===== src/rtl/assert_macros.svh =====
// ---------------------------------------------------------------------------
// Assertion macros
// Shared shorthands for clocked concurrent assertions with synchronous reset.
// ---------------------------------------------------------------------------
`ifndef ASSERT_MACROS_SVH
`define ASSERT_MACROS_SVH

// Property must hold at every clock edge outside reset.
`define RRTS_ASSERT(label, clk, rst_n, prop, msg) \
  label: assert property (@(posedge clk) disable iff (!rst_n) prop) else $error(msg);

// Expression must never be true outside reset.
`define RRTS_NEVER(label, clk, rst_n, expr, msg) \
  label: assert property (@(posedge clk) disable iff (!rst_n) !(expr)) else $error(msg);

`endif


===== src/rtl/rrts_pkg.sv =====
// ---------------------------------------------------------------------------
// rrts_pkg
// Types and constants shared by the round-robin thread scheduler modules.
// ---------------------------------------------------------------------------
package rrts_pkg;

  localparam int ThreadW       = 4;
  localparam int OpW           = 2;
  localparam int CountW        = 5;
  localparam int DefMaxThreads = 16;

  typedef enum logic [OpW-1:0] {
    OP_INSERT    = 2'd0,
    OP_REMOVE    = 2'd1,
    OP_SET_READY = 2'd2,
    OP_SCHEDULE  = 2'd3
  } op_t;

  typedef enum logic {
    ST_IDLE = 1'b0,
    ST_EXEC = 1'b1
  } state_t;

  // Command broadcast from the controller to every queue cell.
  typedef struct packed {
    logic               capture;     // latch per-cell search hit
    logic               shift_all;   // every cell takes its neighbor's entry
    logic               shift_match; // cells at or after the hit take neighbor
    logic               wr_en;       // write wr_data into the addressed cell
    logic [ThreadW-1:0] search_id;
    logic [ThreadW-1:0] wr_data;
  } chain_cmd_t;

endpackage


===== src/rtl/rrts_cell.sv =====
// ---------------------------------------------------------------------------
// rrts_cell
// One ready-queue slot: holds a thread number, flags a search hit and
// passes the shift-enable prefix to the next slot.
// ---------------------------------------------------------------------------
module rrts_cell #(
  parameter int MAX_THREADS = rrts_pkg::DefMaxThreads,
  parameter int INDEX       = 0
) (
  input  logic                               clk,
  input  rrts_pkg::chain_cmd_t               cmd,
  input  logic [$clog2(MAX_THREADS+1)-1:0]   len,
  input  logic [$clog2(MAX_THREADS)-1:0]     wr_idx,
  input  logic [rrts_pkg::ThreadW-1:0]       nbr_entry,
  input  logic                               prefix_in,
  output logic                               prefix_out,
  output logic [rrts_pkg::ThreadW-1:0]       entry,
  output logic                               hit
);

  localparam int IdxW = $clog2(MAX_THREADS);
  localparam int LenW = $clog2(MAX_THREADS + 1);

  logic [rrts_pkg::ThreadW-1:0] entry_r, entry_nxt;
  logic                         hit_r, hit_nxt;
  logic                         shift_here;

  // A slot shifts on removal when the hit lies in it or in any earlier slot.
  assign shift_here = prefix_in | hit_r;
  assign prefix_out = shift_here;

  always_comb begin
    hit_nxt = hit_r;
    if (cmd.capture) begin
      hit_nxt = (entry_r == cmd.search_id) && (LenW'(INDEX) < len);
    end
    entry_nxt = entry_r;
    if (cmd.wr_en && (wr_idx == IdxW'(INDEX))) begin
      entry_nxt = cmd.wr_data;
    end else if (cmd.shift_all || (cmd.shift_match && shift_here)) begin
      entry_nxt = nbr_entry;
    end
  end

  always_ff @(posedge clk) begin
    entry_r <= entry_nxt;
    hit_r   <= hit_nxt;
  end

  assign entry = entry_r;
  assign hit   = hit_r;

endmodule


===== src/rtl/rrts_chain.sv =====
// ---------------------------------------------------------------------------
// rrts_chain
// Ready queue built as a row of slots; slot 0 is the queue head.
// ---------------------------------------------------------------------------
module rrts_chain #(
  parameter int MAX_THREADS = rrts_pkg::DefMaxThreads
) (
  input  logic                               clk,
  input  rrts_pkg::chain_cmd_t               cmd,
  input  logic [$clog2(MAX_THREADS+1)-1:0]   len,
  input  logic [$clog2(MAX_THREADS)-1:0]     wr_idx,
  output logic [rrts_pkg::ThreadW-1:0]       head,
  output logic [MAX_THREADS-1:0]             hits
);

  logic [rrts_pkg::ThreadW-1:0] entries [MAX_THREADS];
  logic [MAX_THREADS:0]         prefix;

  assign prefix[0] = 1'b0;

  for (genvar i = 0; i < MAX_THREADS; i++) begin : g_cell
    logic [rrts_pkg::ThreadW-1:0] nbr;
    if (i == MAX_THREADS - 1) begin : g_last
      assign nbr = entries[i];
    end else begin : g_mid
      assign nbr = entries[i+1];
    end

    rrts_cell #(
      .MAX_THREADS (MAX_THREADS),
      .INDEX       (i)
    ) u_cell (
      .clk        (clk),
      .cmd        (cmd),
      .len        (len),
      .wr_idx     (wr_idx),
      .nbr_entry  (nbr),
      .prefix_in  (prefix[i]),
      .prefix_out (prefix[i+1]),
      .entry      (entries[i]),
      .hit        (hits[i])
    );
  end

  assign head = entries[0];

endmodule


===== src/rtl/round_robin_thread_scheduler_top.sv =====
// ---------------------------------------------------------------------------
// round_robin_thread_scheduler_top
// Round-robin thread scheduler with a FIFO ready queue and a blocked set.
// ---------------------------------------------------------------------------
// Usage: each input word is one scheduler operation. in_tuser carries the
// operation code (insert, remove, set ready, schedule); in_tdata carries the
// thread number and the blocked flag. Every input word produces exactly one
// output word reporting the running thread, the idle flag, the ready count
// and whether the operation took effect.
// Timing: in the cycle of acceptance every queue slot compares its entry
// against the thread number; in the execute state that follows, the slots
// shift or load as one row and the result is registered. A new word is
// accepted only after the update of the previous word has committed.
// Reset (rst_n low, synchronous) empties the queue and the blocked set and
// makes thread 0 the running thread.
// A stalled receiver is absorbed by the output register: one more word is
// accepted and searched, and its update waits until the held result is
// taken.
// ---------------------------------------------------------------------------
`include "assert_macros.svh"

module round_robin_thread_scheduler_top #(
  parameter int MAX_THREADS = rrts_pkg::DefMaxThreads
) (
  input  logic                       clk,
  input  logic                       rst_n,
  // Operation words
  input  logic                       in_tvalid,
  output logic                       in_tready,
  input  logic [7:0]                 in_tdata,  // [3:0] thread_id, [4] thread_blocked
  input  logic [rrts_pkg::OpW-1:0]   in_tuser,  // [1:0] operation
  // Result words
  output logic                       out_tvalid,
  input  logic                       out_tready,
  output logic [15:0]                out_tdata  // [3:0] running_thread,
                                                // [4] running_is_idle,
                                                // [9:5] ready_count, [10] applied
);

  localparam int IdxW = $clog2(MAX_THREADS);
  localparam int LenW = $clog2(MAX_THREADS + 1);
  localparam int TW   = rrts_pkg::ThreadW;

  rrts_pkg::state_t     state_r, state_nxt;
  rrts_pkg::op_t        op_r, op_nxt;
  logic [TW-1:0]        id_r, id_nxt;
  logic                 flag_r, flag_nxt;

  logic [LenW-1:0]        len_r, len_nxt;
  logic [MAX_THREADS-1:0] blocked_r, blocked_nxt;
  logic [TW-1:0]          cur_r, cur_nxt;
  logic                   idle_r, idle_nxt;

  logic                 out_valid_r, out_valid_nxt;
  logic [15:0]          out_data_r, out_data_nxt;

  rrts_pkg::chain_cmd_t   cmd;
  logic [IdxW-1:0]        wr_idx;
  logic [TW-1:0]          head;
  logic [MAX_THREADS-1:0] hits;

  logic                   accept, apply, applied, exec_st;
  logic                   id_valid, running, is_cur, blk_id, found, len_full, pushed;
  logic [IdxW-1:0]        id_idx, cur_idx;
  logic [LenW-1:0]        eff_len;

  assign in_tready = (state_r == rrts_pkg::ST_IDLE);
  assign exec_st   = (state_r == rrts_pkg::ST_EXEC);
  assign accept    = in_tvalid && in_tready;
  // The update commits only when the output register can take its result.
  assign apply     = exec_st && (!out_valid_r || out_tready);

  // Decode of the held operation against the state at operation start.
  assign id_valid = int'(id_r) < MAX_THREADS;
  assign id_idx   = IdxW'(id_r);
  assign cur_idx  = IdxW'(cur_r);
  assign running  = !idle_r;
  assign is_cur   = running && (cur_r == id_r);
  assign blk_id   = id_valid && blocked_r[id_idx];
  assign found    = |hits;
  assign len_full = (len_r == LenW'(MAX_THREADS));
  assign pushed   = running && !flag_r && !len_full;
  assign eff_len  = len_r + LenW'(pushed);

  always_comb begin
    state_nxt     = state_r;
    op_nxt        = op_r;
    id_nxt        = id_r;
    flag_nxt      = flag_r;
    len_nxt       = len_r;
    blocked_nxt   = blocked_r;
    cur_nxt       = cur_r;
    idle_nxt      = idle_r;
    applied       = 1'b0;
    wr_idx        = IdxW'(len_r);
    cmd           = '0;
    cmd.capture   = accept;
    cmd.search_id = in_tdata[TW-1:0];
    cmd.wr_data   = id_r;

    unique case (state_r)
      rrts_pkg::ST_IDLE: begin
        if (accept) begin
          op_nxt    = rrts_pkg::op_t'(in_tuser);
          id_nxt    = in_tdata[TW-1:0];
          flag_nxt  = in_tdata[TW];
          state_nxt = rrts_pkg::ST_EXEC;
        end
      end
      rrts_pkg::ST_EXEC: begin
        if (apply) begin
          state_nxt = rrts_pkg::ST_IDLE;
          unique case (op_r)
            rrts_pkg::OP_INSERT: begin
              if (id_valid && !blk_id && !found && !is_cur) begin
                if (flag_r) begin
                  blocked_nxt[id_idx] = 1'b1;
                  applied             = 1'b1;
                end else if (!len_full) begin
                  cmd.wr_en = 1'b1;
                  len_nxt   = len_r + LenW'(1);
                  applied   = 1'b1;
                end
              end
            end
            rrts_pkg::OP_REMOVE: begin
              if (id_valid && found) begin
                cmd.shift_match = 1'b1;
                len_nxt         = len_r - LenW'(1);
                applied         = 1'b1;
              end
              if (blk_id) begin
                blocked_nxt[id_idx] = 1'b0;
                applied             = 1'b1;
              end
              if (is_cur) begin
                idle_nxt = 1'b1;
                applied  = 1'b1;
              end
            end
            rrts_pkg::OP_SET_READY: begin
              if (blk_id && !len_full) begin
                blocked_nxt[id_idx] = 1'b0;
                cmd.wr_en           = 1'b1;
                len_nxt             = len_r + LenW'(1);
                applied             = 1'b1;
              end
            end
            rrts_pkg::OP_SCHEDULE: begin
              applied     = 1'b1;
              cmd.wr_data = cur_r;
              if (running && flag_r && (int'(cur_r) < MAX_THREADS)) begin
                blocked_nxt[cur_idx] = 1'b1;
              end
              if (eff_len != '0) begin
                // With an empty queue the requeued thread is its own successor.
                idle_nxt      = 1'b0;
                cur_nxt       = (len_r == '0) ? cur_r : head;
                cmd.shift_all = 1'b1;
                cmd.wr_en     = pushed && (len_r != '0);
                wr_idx        = IdxW'(len_r - LenW'(1));
                len_nxt       = eff_len - LenW'(1);
              end else begin
                idle_nxt = 1'b1;
              end
            end
            default: begin
            end
          endcase
        end
      end
      default: begin
        state_nxt = rrts_pkg::ST_IDLE;
      end
    endcase
  end

  always_comb begin
    out_valid_nxt = out_valid_r;
    out_data_nxt  = out_data_r;
    if (out_valid_r && out_tready) begin
      out_valid_nxt = 1'b0;
    end
    if (apply) begin
      out_valid_nxt = 1'b1;
      out_data_nxt  = {5'd0, applied, rrts_pkg::CountW'(len_nxt), idle_nxt,
                       idle_nxt ? TW'(0) : cur_nxt};
    end
  end

  always_ff @(posedge clk) begin
    if (!rst_n) begin
      state_r     <= rrts_pkg::ST_IDLE;
      len_r       <= '0;
      blocked_r   <= '0;
      cur_r       <= '0;
      idle_r      <= 1'b0;
      out_valid_r <= 1'b0;
    end else begin
      state_r     <= state_nxt;
      len_r       <= len_nxt;
      blocked_r   <= blocked_nxt;
      cur_r       <= cur_nxt;
      idle_r      <= idle_nxt;
      out_valid_r <= out_valid_nxt;
    end
  end

  always_ff @(posedge clk) begin
    op_r       <= op_nxt;
    id_r       <= id_nxt;
    flag_r     <= flag_nxt;
    out_data_r <= out_data_nxt;
  end

  rrts_chain #(
    .MAX_THREADS (MAX_THREADS)
  ) u_chain (
    .clk    (clk),
    .cmd    (cmd),
    .len    (len_r),
    .wr_idx (wr_idx),
    .head   (head),
    .hits   (hits)
  );

  assign out_tvalid = out_valid_r;
  assign out_tdata  = out_data_r;

  // At most one queue slot matches the searched thread, as thread numbers are unique.
  `RRTS_ASSERT(a_len_bound, clk, rst_n, len_r <= LenW'(MAX_THREADS), "ready count overflow")
  `RRTS_ASSERT(a_accept_exec, clk, rst_n, accept |=> exec_st, "no execute after accept")
  `RRTS_ASSERT(a_run_not_blocked, clk, rst_n, !idle_r |-> !blocked_r[cur_idx], "running blocked")
  `RRTS_ASSERT(a_hit_unique, clk, rst_n, exec_st |-> $onehot0(hits), "duplicate queue entry")

endmodule

===== config.mk =====
export PLATFORM = sky130hd
export DESIGN_NAME = round_robin_thread_scheduler_top
export DESIGN_NICKNAME = d
export VERILOG_FILES = /design/src/rtl/rrts_pkg.sv /design/src/rtl/rrts_cell.sv /design/src/rtl/rrts_chain.sv /design/src/rtl/round_robin_thread_scheduler_top.sv
export VERILOG_INCLUDE_DIRS = /design/src /design/src/rtl
export SDC_FILE = /design/constraint.sdc
export NUM_CORES = 1
export LEC_CHECK = 0
export BUFFER_PORTS_ARGS = -buffer_cell sky130_fd_sc_hd__buf_4
export CAP_MARGIN = 5
export CORE_UTILIZATION = 57
export CTS_CLUSTER_DIAMETER = 60
export DETAILED_ROUTE_END_ITERATION = 6
export PLACE_DENSITY_LB_ADDON = 0.05
export REMOVE_ABC_BUFFERS = 1
export SETUP_SLACK_MARGIN = 0.4
export SYNTH_ARGS = -nofsm -noshare
export SYNTH_HDL_FRONTEND = slang
export SYNTH_SLANG_ARGS = --single-unit

===== constraint.sdc =====
create_clock -name clk -period 4.6 [get_ports clk]
set_input_delay 0.46 -clock clk [delete_from_list [all_inputs] [get_ports clk]]
set_output_delay 0.46 -clock clk [all_outputs]
set_load 0.05 [all_outputs]

==> flow_summary.yaml <==
outcome:
  status: "completed"
synthesis:
  synth_area_leader_cell: "edfxtp_1"
  yosys_warnings: 0
  synth_edf_count: 98
  synth-seq-area-share: 0.447
  synth_area_leaders: "edfxtp_1, mux2_2, dfxtp_1"
  synthArstFlopShare: 0
  synth_top_area_frac: 0.376
  synth_cell_types: 77
  netlist_instances: 741
  syn_avg_cell_area_um2: 10.6
  ys_ff_latch: 126
  synth.cell_area_mm2: 0.00783
  yosys_most_used_dff: "edfxtp_1"
pwr:
  p_leak_uw: 0.00303
  p_per_area_mw_per_mm2: 363
  power.total_uw: 3200
  vdd_drop_max_v: 0.000335
drt:
  drtAntennaViolNets: 0
  first_pass_iters: 5
  avgRoutedWirePerCell_um: 22.2
  first_iter_violations: 601
  wl_um: 20800
  vias: 6192
  routed_via_density: 6.61
  drcViolationCount: 0
clocking:
  cts_buffers: 17
  insertion_delay_ps: 430
  cts.path.max_buffers: 2
  cts.sinks: 126
  cts_tree: "done"
  clock-root-buffer: "clkbuf_16"
  clk_pin_slew_ps: 60
  cts_max_level: 4
finish:
  multi_input_area_mm2: 0.00410
  antenna_cells: 0
  fin_nets: 774
  fill_cells: 1063
  regArea_mm2: 0.00350
  finish.utilization: 0.661
  syn2layout_area_growth_pct: 12.6
  drive_above_1_share: 0.239
setup_path:
  critPathCaptureType: "flip-flop"
  cp_common_cell: "ha_1"
  crit_start: "len_r[0]$_SDFF_PN0_"
  cp_slowest_cell: "or3b_4"
  path_cells: "clkinv_1 -> ha_1 -> and3_1 -> nor3_1 -> ha_2 -> ha_1 -> inv_1 -> ha_1 -> nand3_1 -> o2111a_2 -> o211a_1 -> o21a_1 -> o21a_1 -> or3b_4 -> mux2_4"
  worstReg2RegEnd: "u_chain.g_cell[4].u_cell.entry[3]$_DFFE_PP_"
  cp-endpoint: "u_chain.g_cell[4].u_cell.entry[3]$_DFFE_PP_"
  start_kind: "flip-flop"
  crit_required_ps: 4770
  cp_max_fo: 5
  cpPeakStageDelay_ps: 490
  r2r_cells: 15
  cp_data_arrival_time_ps: 4270
  timing.rr.start: "len_r[0]$_SDFF_PN0_"
  reg2reg_slack_ps: 510
  path_class: "flip-flop to flip-flop"
sta:
  hold_viol: 0
  slew_headroom: 0.466
  fin_ws_ps: 507
  final-max-slew-violation-count: 0
  timing.final.crit_share: 0.890
  min_period_ps: 4090
  clock_skew_ps: 13.9
  setup_tns_ps: 0
  tightestPinTransition_ps: 800
  rsz0062_at_grt: "yes"
  fmax_mhz: 244
  setup_viol: 0
  hold_ws_ps: 217
global_routing:
  grt_pass1_vias: 6015
  grt_pass1_wl_um: 32700
  grt_overflow: 0
  grt_use_total: 0.305
  grt_max_degree: 34
  antenna_found_initial: 0
run:
  cap_viol_max_count: 0
placed_design:
  place_congestion: 0.931
  post-place-ws_ps: 321
  io_buffers: 23
  hpwlAfterDp_um: 14200
floorplanning:
  die_h_um: 119
  num_io_pins: 32
  die_w_um: 119
  start_util: 0.587
  core_area_mm2: 0.0133
  dieArea_mm2: 0.0142
  rows: 42
min_path:
  hold_path_class: "input port to flip-flop"
  hp-start: "in_tuser[1]"
## Yosys cell counts, types with 4 or more instances
cell        n
o21ai_0    19
a221oi_1    4
dfxtp_1    28
buf_4       6
mux2_4     12
nor2_1     46
or3_1       9
inv_1      20
or2_2       4
mux2_1      4
o2111ai_1   6
xnor2_1    57
nand4_1    16
buf_1       7
mux2i_1     4
ha_1       12
o21a_1      5
and2_1      5
nor2b_1     6
a21oi_1    23
nand2_1    36
buf_2       6
mux2_2     53
nor3_2      5
nand3_1    19
o221ai_1    7
nand2b_1    6
xor2_1     12
a41oi_1     4
a211o_1     4
a31oi_1    19
nor3_1     36
clkbuf_1   37
edfxtp_1   98
o21ai_1     6
o22ai_1    15
o311ai_0    6
nor4_1     15
## worst max-delay path: cells and delay by family (launching register included)
kind	cells	cell delay, ps
buffers and inverters	2	170
muxes	1	310
and+or+nand+nor	4	1020
AOI/OAI and AO/OA	4	1010
DFF	1	330
adders and majority gates	4	980
## report_power, final
| group | switching (uW) | leakage [uW] | internal, uW |
|---|---|---|---|
| sequential | 44.1 | 0.00114 | 1290 |
| clock | 503 | 0.000277 | 845 |
| combinational | 339 | 0.00161 | 180 |
| total | 886 | 0.00303 | 2320 |
## layout by cell type (no fill, tap or decap), types with 16 or more instances in the layout
cell / count
a21oi_1: 22
a31oi_1: 18
buf_4: 43
clkbuf_16: 17
dfxtp_1: 28
edfxtp_1: 98
inv_1: 20
mux2_2: 53
nand2_1: 36
nand3_1: 17
nand4_1: 16
nor2_1: 44
nor3_1: 35
o21ai_0: 19
xnor2_1: 57
## state kept, by name (all words and copies together), names as in the netlist, 2 cells and up
register                     cells
u_chain.g_cell.u_cell.entry     64
blocked_r                       16
u_chain.g_cell.u_cell.hit       16
out_tdata                       11
len_r                            5
cur_idx                          4
id_idx                           4
op_r                             2
## cell type report
class | instances | area share
repair buffers | 43 | 0.0366
flip-flops and latches | 126 | 0.397
clock inverters | 12 | 0.0163
well taps | 176 | 0.0250
inverters | 24 | 0.0102
multi-input cells | 536 | 0.465
clock buffers | 20 | 0.0495
## per-stage QoR
step | instance area, um2 | cells
after floorplan | 7570 | 686
after global placement | 8090 | 901
after detailed placement | 8090 | 901
after CTS | 8670 | 933
after global routing | 8820 | 937
final | 8820 | 937
## what timing repair did
item	4_1_cts	5_1_grt
endpoints found under the setup margin	28	124
pin swaps	0	6
gates resized for setup	1	26
buffers inserted	0	4
hold buffers	0	0
## worst min-delay path by stage
| stage | end | slack [ps] | depth (start not counted) |
|---|---|---|---|
| after global routing | flag_r$_DFFE_PP_ | 200 | 1 |
| final | op_r[1]$_DFFE_PP_ | 220 | 1 |
| after global placement | blocked_r[14]$_SDFFE_PN0P_ | 460 | 2 |
| after detailed placement | blocked_r[2]$_SDFFE_PN0P_ | 460 | 2 |
| after floorplan | blocked_r[10]$_SDFFE_PN0P_ | 440 | 2 |
| after CTS | op_r[1]$_DFFE_PP_ | 210 | 1 |
## routing by layer
metal,GRT usage,up-vias,share of wire
met1,0.386,3057,0.42
li1,-,2819,-
met5,0,-,0
met4,0.119,0,0.020
met2,0.511,276,0.49
met3,0.0603,40,0.064
## kinds of logic (layout without fill, tap and decap cells)
| group | count (synthesis) | count (layout) | synth area share |
|---|---|---|---|
| fa+ha+maj | 12 | 12 | 0.0192 |
| xor+xnor | 69 | 69 | 0.0771 |
| flops | 126 | 126 | 0.447 |
| buf+inv | 83 | 99 | 0.0465 |
| compound gates | 154 | 154 | 0.139 |
| mux | 75 | 75 | 0.116 |
| simple gates | 221 | 221 | 0.155 |
| other cells | 1 | 5 | 0.000479 |
No activity file was read; power rests on OpenSTA's default activity.
